`config.mk`:
```
export PLATFORM = sky130hd
export DESIGN_NAME = unsigned_to_digit_string_flat
export DESIGN_NICKNAME = d
export VERILOG_FILES = /design/src/sv/u2d_pkg.sv /design/src/sv/u2d_if.sv /design/src/sv/unsigned_to_digit_string.sv /design/src/sv/u2d_front.sv /design/src/sv/u2d_fifo.sv /design/src/sv/u2d_back.sv /design/src/flat_wrapper.sv
export SDC_FILE = /design/constraint.sdc
export NUM_CORES = 1
export LEC_CHECK = 0
export ABC_AREA = 1
export BUFFER_PORTS_ARGS = -buffer_cell sky130_fd_sc_hd__buf_2
export CAP_MARGIN = 10
export CELL_PAD_IN_SITES_DETAIL_PLACEMENT = 1
export CELL_PAD_IN_SITES_GLOBAL_PLACEMENT = 2
export CORE_UTILIZATION = 37
export CTS_CLUSTER_SIZE = 10
export DETAILED_ROUTE_END_ITERATION = 16
export PLACE_DENSITY = 0.8
export SLEW_MARGIN = 25
export SYNTH_ARGS = -nofsm -noshare
export SYNTH_HDL_FRONTEND = slang
export SYNTH_SLANG_ARGS = --single-unit
```
`constraint.sdc`:
```
create_clock -name clk -period 10.5 [get_ports clk]
set_clock_uncertainty 0.15 [all_clocks]
set_input_delay 1.575 -clock clk [delete_from_list [all_inputs] [get_ports clk]]
set_output_delay 1.575 -clock clk [all_outputs]
set_load 0.01 [all_outputs]
```
`src/sv/u2d_pkg.sv`:
```
// ----------------------------------------------------------------------------
// u2d_pkg
// Shared types and constants for the unsigned to digit string converter.
// ----------------------------------------------------------------------------
package u2d_pkg;

  localparam int VALUE_WIDTH    = 32;
  localparam int VALUE_FIELD_W  = 32;
  localparam int RADIX_W        = 5;
  localparam int CHAR_W         = 7;
  localparam int DIGIT_W        = 4;
  localparam int SHIFT_W        = 3;

  // divider: bits retired per cycle, padded working width
  localparam int BITS_PER_CYCLE = 8;
  localparam int DIV_CYCLES     = (VALUE_WIDTH + BITS_PER_CYCLE - 1) / BITS_PER_CYCLE;
  localparam int WORK_W         = DIV_CYCLES * BITS_PER_CYCLE;

  localparam int MAX_DIGITS     = VALUE_WIDTH;
  localparam int FIFO_DEPTH     = 2;

  localparam logic [RADIX_W-1:0] RADIX_MIN = 5'd2;
  localparam logic [RADIX_W-1:0] RADIX_MAX = 5'd16;

  localparam logic [CHAR_W-1:0]  CHAR_ZERO = 7'h30;
  localparam logic [CHAR_W-1:0]  CHAR_NINE = 7'h39;
  localparam logic [CHAR_W-1:0]  CHAR_A    = 7'h41;
  localparam logic [CHAR_W-1:0]  CHAR_F    = 7'h46;
  localparam logic [DIGIT_W-1:0] DIGIT_TEN = 4'd10;

  typedef struct packed {
    logic [WORK_W-1:0]  value;
    logic [RADIX_W-1:0] radix;
    logic               pow2;
    logic [SHIFT_W-1:0] shift;
  } job_t;

endpackage

```
`src/sv/u2d_if.sv`:
```
// ----------------------------------------------------------------------------
// u2d_if
// Valid/ready channels: input word (value, radix) and output word (char, last).
// ----------------------------------------------------------------------------
interface u2d_in_if;
  logic                                valid;
  logic                                ready;
  logic [u2d_pkg::VALUE_FIELD_W-1:0]   value;
  logic [u2d_pkg::RADIX_W-1:0]         radix;

  modport source (output valid, output value, output radix, input ready);
  modport sink   (input valid, input value, input radix, output ready);
endinterface

interface u2d_out_if;
  logic                          valid;
  logic                          ready;
  logic [u2d_pkg::CHAR_W-1:0]    digit_char;
  logic                          last;

  modport source (output valid, output digit_char, output last, input ready);
  modport sink   (input valid, input digit_char, input last, output ready);
endinterface

```
`src/sv/unsigned_to_digit_string.sv`:
```
// Division: 8 quotient bits per cycle for a non-power-of-two radix, a shift
// per digit for radix 2, 4, 8 or 16.
// Output: one char per cycle while out.ready holds; the divide/emit engine
// handles one word at a time.
// Reset: synchronous, clears the job queue, engine state and output valid.
// ----------------------------------------------------------------------------
// unsigned_to_digit_string
// Converts an unsigned value to upper-case ASCII digits in radix 2..16.
// ----------------------------------------------------------------------------
module unsigned_to_digit_string (
  input  logic       clk,
  input  logic       rst,
  u2d_in_if.sink     in,
  u2d_out_if.source  out
);

  u2d_pkg::job_t push_job;
  u2d_pkg::job_t pop_job;
  logic          push;
  logic          pop;
  logic          full;
  logic          empty;

  u2d_front u_front (
    .in   (in),
    .full (full),
    .push (push),
    .job  (push_job)
  );

  u2d_fifo u_fifo (
    .clk      (clk),
    .rst      (rst),
    .push     (push),
    .push_job (push_job),
    .pop      (pop),
    .pop_job  (pop_job),
    .full     (full),
    .empty    (empty)
  );

  u2d_back u_back (
    .clk     (clk),
    .rst     (rst),
    .empty   (empty),
    .pop_job (pop_job),
    .pop     (pop),
    .out     (out)
  );

`ifndef ASSERT_OFF
  a_no_push_full: assert property (@(posedge clk) disable iff (rst) push |-> !full)
    else $error("job queue overflow");

  a_no_pop_empty: assert property (@(posedge clk) disable iff (rst) pop |-> !empty)
    else $error("job queue underflow");

  a_char_range: assert property (@(posedge clk) disable iff (rst)
    out.valid |-> ((out.digit_char >= u2d_pkg::CHAR_ZERO &&
                    out.digit_char <= u2d_pkg::CHAR_NINE) ||
                   (out.digit_char >= u2d_pkg::CHAR_A &&
                    out.digit_char <= u2d_pkg::CHAR_F)))
    else $error("output char outside digit set");
`endif

endmodule

```
`src/sv/u2d_front.sv`:
```
// ----------------------------------------------------------------------------
// u2d_front
// Accepts input words, clamps the radix and flags power-of-two radices.
// ----------------------------------------------------------------------------
module u2d_front (
  u2d_in_if.sink          in,
  input  logic            full,
  output logic            push,
  output u2d_pkg::job_t   job
);

  logic [u2d_pkg::RADIX_W-1:0] radix_c;

  always_comb begin
    if (in.radix > u2d_pkg::RADIX_MAX) begin
      radix_c = u2d_pkg::RADIX_MAX;
    end else if (in.radix < u2d_pkg::RADIX_MIN) begin
      radix_c = u2d_pkg::RADIX_MIN;
    end else begin
      radix_c = in.radix;
    end
  end

  always_comb begin
    job.value = u2d_pkg::WORK_W'(in.value[u2d_pkg::VALUE_WIDTH-1:0]);
    job.radix = radix_c;
    unique case (radix_c)
      5'd2: begin
        job.pow2  = 1'b1;
        job.shift = 3'd1;
      end
      5'd4: begin
        job.pow2  = 1'b1;
        job.shift = 3'd2;
      end
      5'd8: begin
        job.pow2  = 1'b1;
        job.shift = 3'd3;
      end
      5'd16: begin
        job.pow2  = 1'b1;
        job.shift = 3'd4;
      end
      default: begin
        job.pow2  = 1'b0;
        job.shift = 3'd0;
      end
    endcase
  end

  assign in.ready = !full;
  assign push     = in.valid && !full;

endmodule

```
`src/sv/u2d_fifo.sv`:
```
// ----------------------------------------------------------------------------
// u2d_fifo
// Short job queue between the front and the digit engine.
// ----------------------------------------------------------------------------
module u2d_fifo (
  input  logic            clk,
  input  logic            rst,
  input  logic            push,
  input  u2d_pkg::job_t   push_job,
  input  logic            pop,
  output u2d_pkg::job_t   pop_job,
  output logic            full,
  output logic            empty
);

  localparam int PTR_W = (u2d_pkg::FIFO_DEPTH > 1) ? $clog2(u2d_pkg::FIFO_DEPTH) : 1;
  localparam int CNT_W = $clog2(u2d_pkg::FIFO_DEPTH + 1);

  u2d_pkg::job_t     entries [u2d_pkg::FIFO_DEPTH];
  logic [PTR_W-1:0]  wr_ptr;
  logic [PTR_W-1:0]  rd_ptr;
  logic [CNT_W-1:0]  count;

  function automatic logic [PTR_W-1:0] ptr_inc(input logic [PTR_W-1:0] p);
    if (p == PTR_W'(u2d_pkg::FIFO_DEPTH - 1)) begin
      return '0;
    end
    return p + PTR_W'(1);
  endfunction

  assign full    = (count == CNT_W'(u2d_pkg::FIFO_DEPTH));
  assign empty   = (count == '0);
  assign pop_job = entries[rd_ptr];

  always_ff @(posedge clk) begin
    if (push) begin
      entries[wr_ptr] <= push_job;
    end
  end

  always_ff @(posedge clk) begin
    if (rst) begin
      wr_ptr <= '0;
      rd_ptr <= '0;
      count  <= '0;
    end else begin
      if (push) begin
        wr_ptr <= ptr_inc(wr_ptr);
      end
      if (pop) begin
        rd_ptr <= ptr_inc(rd_ptr);
      end
      if (push && !pop) begin
        count <= count + CNT_W'(1);
      end else if (pop && !push) begin
        count <= count - CNT_W'(1);
      end
    end
  end

endmodule

```
`src/sv/u2d_back.sv`:
```
// ----------------------------------------------------------------------------
// u2d_back
// Digit engine: divides by the radix (8 quotient bits per cycle, or a shift
// for power-of-two radices), stacks digits, then emits them MSB first.
// ----------------------------------------------------------------------------
module u2d_back (
  input  logic            clk,
  input  logic            rst,
  input  logic            empty,
  input  u2d_pkg::job_t   pop_job,
  output logic            pop,
  u2d_out_if.source       out
);

  localparam int IDX_W = $clog2(u2d_pkg::MAX_DIGITS);
  localparam int SP_W  = $clog2(u2d_pkg::MAX_DIGITS + 1);
  localparam int CNT_W = $clog2(u2d_pkg::DIV_CYCLES + 1);
  localparam int BPC   = u2d_pkg::BITS_PER_CYCLE;

  localparam logic [1:0] ST_IDLE = 2'd0;
  localparam logic [1:0] ST_DIV  = 2'd1;
  localparam logic [1:0] ST_EMIT = 2'd2;

  logic [1:0]                        state;
  logic [u2d_pkg::WORK_W-1:0]        w;
  logic [u2d_pkg::RADIX_W-1:0]       rdx;
  logic                              pow2;
  logic [u2d_pkg::SHIFT_W-1:0]       shamt;
  logic [u2d_pkg::DIGIT_W-1:0]       rem;
  logic [CNT_W-1:0]                  cnt;
  logic [SP_W-1:0]                   sp;
  logic [u2d_pkg::DIGIT_W-1:0]       stack [u2d_pkg::MAX_DIGITS];
  logic                              out_valid;
  logic [u2d_pkg::CHAR_W-1:0]        out_char;
  logic                              out_last;

  logic [u2d_pkg::DIGIT_W-1:0]       rem_next;
  logic [BPC-1:0]                    qbits;
  logic [u2d_pkg::RADIX_W-1:0]       trial;
  logic [u2d_pkg::WORK_W-1:0]        quot_w;
  logic [u2d_pkg::WORK_W-1:0]        shift_w;
  logic [u2d_pkg::DIGIT_W-1:0]       shift_digit;
  logic                              div_last;
  logic                              emit_go;
  logic [u2d_pkg::DIGIT_W-1:0]       top_digit;
  logic [SP_W-1:0]                   sp_m1;

  function automatic logic [u2d_pkg::CHAR_W-1:0] to_ascii(
    input logic [u2d_pkg::DIGIT_W-1:0] d
  );
    if (d < u2d_pkg::DIGIT_TEN) begin
      return u2d_pkg::CHAR_ZERO + u2d_pkg::CHAR_W'(d);
    end
    return u2d_pkg::CHAR_A + u2d_pkg::CHAR_W'(d - u2d_pkg::DIGIT_TEN);
  endfunction

  // restoring division, one quotient bit per step, remainder stays below 16
  always_comb begin
    rem_next = rem;
    trial    = '0;
    qbits    = '0;
    for (int i = 0; i < BPC; i++) begin
      trial = {rem_next, w[u2d_pkg::WORK_W-1-i]};
      if (trial >= rdx) begin
        qbits[BPC-1-i] = 1'b1;
        rem_next       = u2d_pkg::DIGIT_W'(trial - rdx);
      end else begin
        rem_next       = trial[u2d_pkg::DIGIT_W-1:0];
      end
    end
  end

  assign quot_w      = (w << BPC) | u2d_pkg::WORK_W'(qbits);
  assign shift_w     = w >> shamt;
  assign shift_digit = w[u2d_pkg::DIGIT_W-1:0] & (rdx[u2d_pkg::DIGIT_W-1:0] - 4'd1);
  assign div_last    = (cnt == CNT_W'(u2d_pkg::DIV_CYCLES - 1));

  assign sp_m1     = sp - SP_W'(1);
  assign top_digit = stack[sp_m1[IDX_W-1:0]];
  assign emit_go   = !out_valid || out.ready;

  assign pop            = (state == ST_IDLE) && !empty;
  assign out.valid      = out_valid;
  assign out.digit_char = out_char;
  assign out.last       = out_last;

  always_ff @(posedge clk) begin
    if (rst) begin
      state     <= ST_IDLE;
      out_valid <= 1'b0;
    end else begin
      if (out.ready && (state != ST_EMIT)) begin
        out_valid <= 1'b0;
      end
      unique case (state)
        ST_IDLE: begin
          if (!empty) begin
            w     <= pop_job.value;
            rdx   <= pop_job.radix;
            pow2  <= pop_job.pow2;
            shamt <= pop_job.shift;
            rem   <= '0;
            cnt   <= '0;
            sp    <= '0;
            state <= ST_DIV;
          end
        end
        ST_DIV: begin
          if (pow2) begin
            stack[sp[IDX_W-1:0]] <= shift_digit;
            sp                   <= sp + SP_W'(1);
            w                    <= shift_w;
            if (shift_w == '0) begin
              state <= ST_EMIT;
            end
          end else begin
            w <= quot_w;
            if (div_last) begin
              stack[sp[IDX_W-1:0]] <= rem_next;
              sp                   <= sp + SP_W'(1);
              rem                  <= '0;
              cnt                  <= '0;
              if (quot_w == '0) begin
                state <= ST_EMIT;
              end
            end else begin
              rem <= rem_next;
              cnt <= cnt + CNT_W'(1);
            end
          end
        end
        ST_EMIT: begin
          if (emit_go) begin
            out_valid <= 1'b1;
            out_char  <= to_ascii(top_digit);
            out_last  <= (sp == SP_W'(1));
            sp        <= sp_m1;
            if (sp == SP_W'(1)) begin
              state <= ST_IDLE;
            end
          end
        end
        default: begin
          state <= ST_IDLE;
        end
      endcase
    end
  end

endmodule
```
`src/flat_wrapper.sv`:
```
// flat-port wrapper written by rule: the top's interface ports become plain ports
module unsigned_to_digit_string_flat 
  (clk, rst, in_valid, in_value, in_radix, in_ready, out_valid, out_digit_char, out_last, out_ready);
  u2d_in_if in_i ();
  u2d_out_if out_i ();
  input  logic clk;
  input  logic rst;
  input wire logic [$bits(in_i.valid)-1:0] in_valid;
  input wire logic [$bits(in_i.value)-1:0] in_value;
  input wire logic [$bits(in_i.radix)-1:0] in_radix;
  output wire logic [$bits(in_i.ready)-1:0] in_ready;
  output wire logic [$bits(out_i.valid)-1:0] out_valid;
  output wire logic [$bits(out_i.digit_char)-1:0] out_digit_char;
  output wire logic [$bits(out_i.last)-1:0] out_last;
  input wire logic [$bits(out_i.ready)-1:0] out_ready;
  assign in_i.valid = in_valid;
  assign in_i.value = in_value;
  assign in_i.radix = in_radix;
  assign in_ready = in_i.ready;
  assign out_valid = out_i.valid;
  assign out_digit_char = out_i.digit_char;
  assign out_last = out_i.last;
  assign out_i.ready = out_ready;
  unsigned_to_digit_string u_core (.clk(clk), .rst(rst), .in(in_i), .out(out_i));
endmodule
```
==> impl_metrics.toml, run 1 <==
[status]
status = "finished clean"

[timing]
period_minus_slack_ns = 9.63
finalHoldViolCount = 0
fin_setup_tns_ns = 0
slew_violations = 0
fmax_ghz = 0.104
period_share_pct = 91.7
slew_headroom_pct = 32.5
finalSetupViolCount = 0
worstMarginPinSlew_ns = 1.01
whs_ns = 0.308

[critical_path]
end_kind = "register"
reg2regPathDepth = 66
cp.arrival_ns = 9.76
timing.rr.start = "u_core.u_back.w[31]$_DFFE_PP_"
cp.required_ns = 10.62
cp-start-kind = "register"
critPathMaxFanout = 8
worst_r2r_endpoint = "u_core.u_back.stack[23][2]$_DFFE_PP_"
path_class = "register to register"
critPathSlowestCell = "edfxtp_1"
reg2reg_slack_ns = 0.87
slowest_delay_ns = 0.42
worst_path_most_repeated_cell = "nand2_1"

[clock_tree]
ctsHoldBuffers = 0
cts_sinks = 280
cts_made_buffers = 35
cts_tree = "built"
cts_htree_levels = 2
clk_pin_slew_ns = 0.06
clockBufferDepth = 3
cts_root_buffer = "clkbuf_16"
insertion_delay_ns = 0.54

[die]
die_h_um = 202
fp.dieW_um = 202
ios = 51
dieArea_sq_mm = 0.0408
fp.coreArea_sq_mm = 0.0390
start_util_pct = 37.9
fp-row-count = 72

[placed_design]
dp_hpwl_mm = 29.5
gp_congestion = 0.865
io_buffers = 50

[yosys]
yosys.area_share.xor_xnor_pct = 1.50
synth_cell_types = 44
synth.top_cells.by_area = "edfxtp_1, nand2_1, nor2_1"
yosys.area_share.simple_pct = 20.3
synth-seq-cells = 280
synth_cells = 1537
synthAdderAreaFrac_pct = 5.82
synthMuxAreaShare_pct = 0.0677
yosysTopAreaCell = "edfxtp_1"
syn_nets = 1642
synth_compound_area_share_pct = 10.8
synth_seq_area_share_pct = 56.3
synth_edf_count = 272
synth-main-ff-cell = "edfxtp_1"
ys_top_cells_by_count = "nand2_1, edfxtp_1, nor2_1"
yosys_warnings = 0
synth_top_family_by_area = "simple AND/OR/NAND/NOR gates"
netlist_area_sq_mm = 0.0148
syn-mean-instance-area_sq_um = 9.62
synth_most_common_cell = "nand2_1"
yosysTopAreaCellShare_pct = 55.2
synthArstFlopShare_pct = 0

[cells_and_area]
final_layout_size_suffix_gt1_share_pct = 12.5
n_fill_cell = 4409
fin_nets = 1706
diodes = 0
area_growth_pct = 14.2

[hold_path]
hp-class = "register to register"
whs_path_depth = 1
hold_start = "u_core.u_fifo.rd_ptr$_SDFFE_PP0P_"
hold_path_end = "u_core.u_fifo.rd_ptr$_SDFFE_PP0P_"

[drt]
wirelength_mm = 43.2
drt-initial-drc-count = 696
ant_nets = 0
vias = 11300
wire_per_inst_um = 20.2
viasPerCell = 5.31
drc = 0
dr.pass1.iters = 5

[flow_run]
maxCapViolations = 0

[grt]
grt-ovfl-total = 0
grtUsageTotal_pct = 21.3
grt_max_degree = 70
antenna_found_initial = 1
grt_pass1_wl_mm = 67.6
grt_pass1_vias = 11900
cell families after synthesis:
group,Yosys count
multiplexers,1
AO/OA/AOI/OAI,267
adder cells (fa/ha/maj),64
XOR/XNOR,21
AND/OR/NAND/NOR,732
flip-flops,280
buffers and inverters,172
through the flow:
step	util, %	area [sq um]	setup slack, ns	std cells
global placement	40.0	15600	0.292	2070
global route	43.3	16900	-0.0952	2135
finish	43.3	16900	0.866	2135
floorplan	-	14800	0.510	1537
CTS	42.6	16600	0.114	2123
detailed placement	40.0	15600	0.166	2070
critical path, delay by kind of cell (launching register included):
kind            cells  cell delay (ns)
simple gates       29             2.79
fa+ha+maj           9             2.66
compound gates     14             1.87
buf+inv            13             1.30
flops               1             0.42
xor+xnor            1             0.17
flip-flops by register name, summed over array words and instances, names as in the netlist, 2 cells and up, named ones only:
signal                        count
u_core.u_back.cnt                 3
u_core.u_back.out.digit_char      7
u_core.u_back.rdx                 5
u_core.u_back.rem                 4
u_core.u_back.shamt               3
u_core.u_back.sp                  6
u_core.u_back.stack             128
u_core.u_back.state               2
u_core.u_back.w                  32
u_core.u_fifo.count               2
u_core.u_fifo.entries            82
cell type report:
class / instances / area [sq um] / area share (%)
flip-flops and latches: 280 / 8330 / 49.3
multi-input cells: 1086 / 5870 / 34.8
clock inverters: 8 / 101 / 0.600
repair buffers: 94 / 638 / 3.78
clock buffers: 45 / 913 / 5.41
well taps: 518 / 648 / 3.84
inverters: 104 / 393 / 2.33
placed cells by master, fill, tap and decap left out, drive strengths merged, types with 2 or more instances in the layout:
| cell | netlist | final |
|---|---|---|
| nor3 | 10 | 10 |
| inv | 104 | 107 |
| nor2b | 2 | 2 |
| nand2 | 360 | 360 |
| bufinv | 0 | 2 |
| a21o | 7 | 7 |
| edfxtp | 272 | 272 |
| xnor2 | 3 | 3 |
| o221ai | 28 | 28 |
| o22ai | 7 | 7 |
| nand4 | 9 | 9 |
| clkbuf | 31 | 46 |
| nor2 | 238 | 238 |
| ha | 56 | 56 |
| a31oi | 3 | 3 |
| dfxtp | 8 | 8 |
| nand3 | 110 | 110 |
| o31ai | 2 | 2 |
| clkinv | 0 | 2 |
| xor2 | 18 | 18 |
| o21ai | 150 | 151 |
| fa | 8 | 8 |
| a21oi | 27 | 27 |
| buf | 37 | 93 |
| o211ai | 39 | 39 |
worst max path at each step:
stage | startpoint | endpoint
2_1_floorplan | u_core.u_back.rdx[1]$_DFFE_PP_ | u_core.u_back.stack[0][2]$_DFFE_PP_
3_3_place_gp | u_core.u_back.rdx[2]$_DFFE_PP_ | u_core.u_back.stack[16][1]$_DFFE_PP_
3_5_place_dp | u_core.u_back.rdx[2]$_DFFE_PP_ | u_core.u_back.stack[20][1]$_DFFE_PP_
4_1_cts | u_core.u_back.rdx[2]$_DFFE_PP_ | u_core.u_back.stack[13][1]$_DFFE_PP_
5_1_grt | u_core.u_back.w[31]$_DFFE_PP_ | u_core.u_back.stack[15][2]$_DFFE_PP_
6_report | u_core.u_back.w[31]$_DFFE_PP_ | u_core.u_back.stack[23][2]$_DFFE_PP_
repair_timing:
action | 4_1_cts | 5_1_grt
endpoints found under the setup margin | 0 | 135
resized for setup | 0 | 44
setup buffers | 0 | 9
layer usage:
layer	vias up	routed length, um	GRT usage [%]
li1	5466	-	-
met1	5590	18800	26.9
met2	204	21800	37.7
met3	73	1440	2.84
met4	2	1130	6.79
met5	-	11	0
Power of run 1 is not shown: default switching activity piles up to over one toggle a cycle in this logic, so the estimate is an artifact.
==> run 2: changes to the inputs <==
--- a/config.mk
+++ b/config.mk
@@ -6,14 +6,16 @@
 export NUM_CORES = 1
 export LEC_CHECK = 0
 export ABC_AREA = 1
+export ABC_CLOCK_PERIOD_IN_PS = 10500
 export BUFFER_PORTS_ARGS = -buffer_cell sky130_fd_sc_hd__buf_2
 export CAP_MARGIN = 10
 export CELL_PAD_IN_SITES_DETAIL_PLACEMENT = 1
 export CELL_PAD_IN_SITES_GLOBAL_PLACEMENT = 2
-export CORE_UTILIZATION = 37
+export CORE_UTILIZATION = 25
 export CTS_CLUSTER_SIZE = 10
 export DETAILED_ROUTE_END_ITERATION = 16
-export PLACE_DENSITY = 0.8
+export MAX_ROUTING_LAYER = met4
+export PLACE_DENSITY = 0.59
 export SLEW_MARGIN = 25
 export SYNTH_ARGS = -nofsm -noshare
 export SYNTH_HDL_FRONTEND = slang
==> run 2 against run 1 <==
Via count fell by 0.65%; first-iteration DRC count is 20% lower; critical path depth is 5 lower; hold slack gained 0.0019 ns; core utilization fell by 14 points; non-clock buffer count shrank 4; die area rose by 47%; global-route usage fell by 5.2 points; sequential share of layout area fell by 0.71 points; fmax decreased by 1.8%.
==> impl_metrics.toml, run 2 (synthesized netlist as in run 1, its figures left out) <==
[die]
die_h_um = 245
fp.coreArea_sq_mm = 0.0580
fp.dieW_um = 245
dieArea_sq_mm = 0.0601
ios = 51
start_util_pct = 25.5
fp-row-count = 88

[cells_and_area]
fin_nets = 1704
diodes = 0
final_common_cell = "nand2_1"
n_fill_cell = 6595
fin_cells = 2383
final_cell_mix = "nand2_1, edfxtp_1, nor2_1"
final_layout_size_suffix_gt1_share_pct = 12.1
fin_util_pct = 29.5
area_growth_pct = 15.9
largest_register_ffs = 128

[critical_path]
worst_path_most_repeated_cell = "nand2_1"
cp.arrival_ns = 9.92
slowest_delay_ns = 0.38
crit_buf_inv = 8
critPathSlowestCell = "edfxtp_1"
critPathMaxFanout = 32
cp.required_ns = 10.61
cp-start-kind = "register"
path_class = "register to register"
end_kind = "register"
critPathTopFamily = "simple AND/OR/NAND/NOR gates"

[grt]
grt-ovfl-total = 0
grtUsageTotal_pct = 16.2
grt_pass1_vias = 11700
antenna_found_initial = 0
grt_pass1_wl_mm = 71.8
grt_max_degree = 69

[timing]
period_minus_slack_ns = 9.81
fin_setup_tns_ns = 0
worstMarginPinSlew_ns = 0.943
slew_headroom_pct = 36.7
period_share_pct = 93.4
finalHoldViolCount = 0
slew_violations = 0
finalSetupViolCount = 0
fmax_ghz = 0.102

[drt]
dr.pass1.iters = 4
wire_per_inst_um = 19.6
drt-initial-drc-count = 554
viasPerCell = 4.73
vias = 11300
drc = 0
ant_nets = 0
wirelength_mm = 46.8

[clock_tree]
cts_tree = "built"
cts_htree_levels = 2
cts_sinks = 280
ctsHoldBuffers = 0
insertion_delay_ns = 0.55
cts_made_buffers = 37
clockBufferDepth = 3
clk_pin_slew_ns = 0.06
cts_root_buffer = "clkbuf_16"

[placed_design]
dp_hpwl_mm = 32.1
gp_congestion = 0.804
io_buffers = 50
dp_cells = 2315

[hold_path]
hp-class = "register to register"

[status]
status = "finished clean"

[flow_run]
maxCapViolations = 0
run 2: metrics by stage:
stage	hold slack, ns	cell area (sq um)	worst slack, ns
global placement	0.286	15900	0.238
detailed placement	0.304	15900	-0.212
finish	0.310	17100	0.692
global route	0.341	17100	-0.0972
CTS	0.313	17000	0.0170
floorplan	0.276	14800	0.510
run 2: routing by layer:
layer,vias up,GRT usage [%],wire length [um]
met1,5610,20.6,21700
met4,0,3.68,732
met5,-,-,0
met3,49,2.07,1260
li1,5466,-,-
met2,136,27.2,23000
run 2: area by class of cell:
cell class	count	area (sq um)	area share (%)
tap	765	957	5.58
clock buffer	49	1010	5.91
inverter	104	393	2.29
sequential	280	8330	48.6
multi-input combinational	1086	5810	33.9
timing repair buffer	90	569	3.32
clock inverter	9	76.3	0.445
run 2: worst paths after layout:
| path | start | to | slack (ns) | cells after the start |
|---|---|---|---|---|
| max | u_core.u_back.rdx[2]$_DFFE_PP_ | u_core.u_back.stack[19][1]$_DFFE_PP_ | 0.69 | 61 |
| max reg2reg | u_core.u_back.rdx[2]$_DFFE_PP_ | u_core.u_back.stack[19][1]$_DFFE_PP_ | 0.69 | 61 |
| min reg2reg | u_core.u_fifo.rd_ptr$_SDFFE_PP0P_ | register | 0.31 | 1 |
| min | u_core.u_fifo.rd_ptr$_SDFFE_PP0P_ | register | 0.31 | 1 |
run 2: timing repair:
| action | in CTS | in global routing |
|---|---|---|
| pin swaps | 0 | 11 |
| buffers inserted | 0 | 9 |
| endpoints found under the setup margin | 130 | 135 |
| gates cloned | 0 | 1 |
| gates resized for setup | 5 | 25 |
Power of run 2 is left out for the same reason.
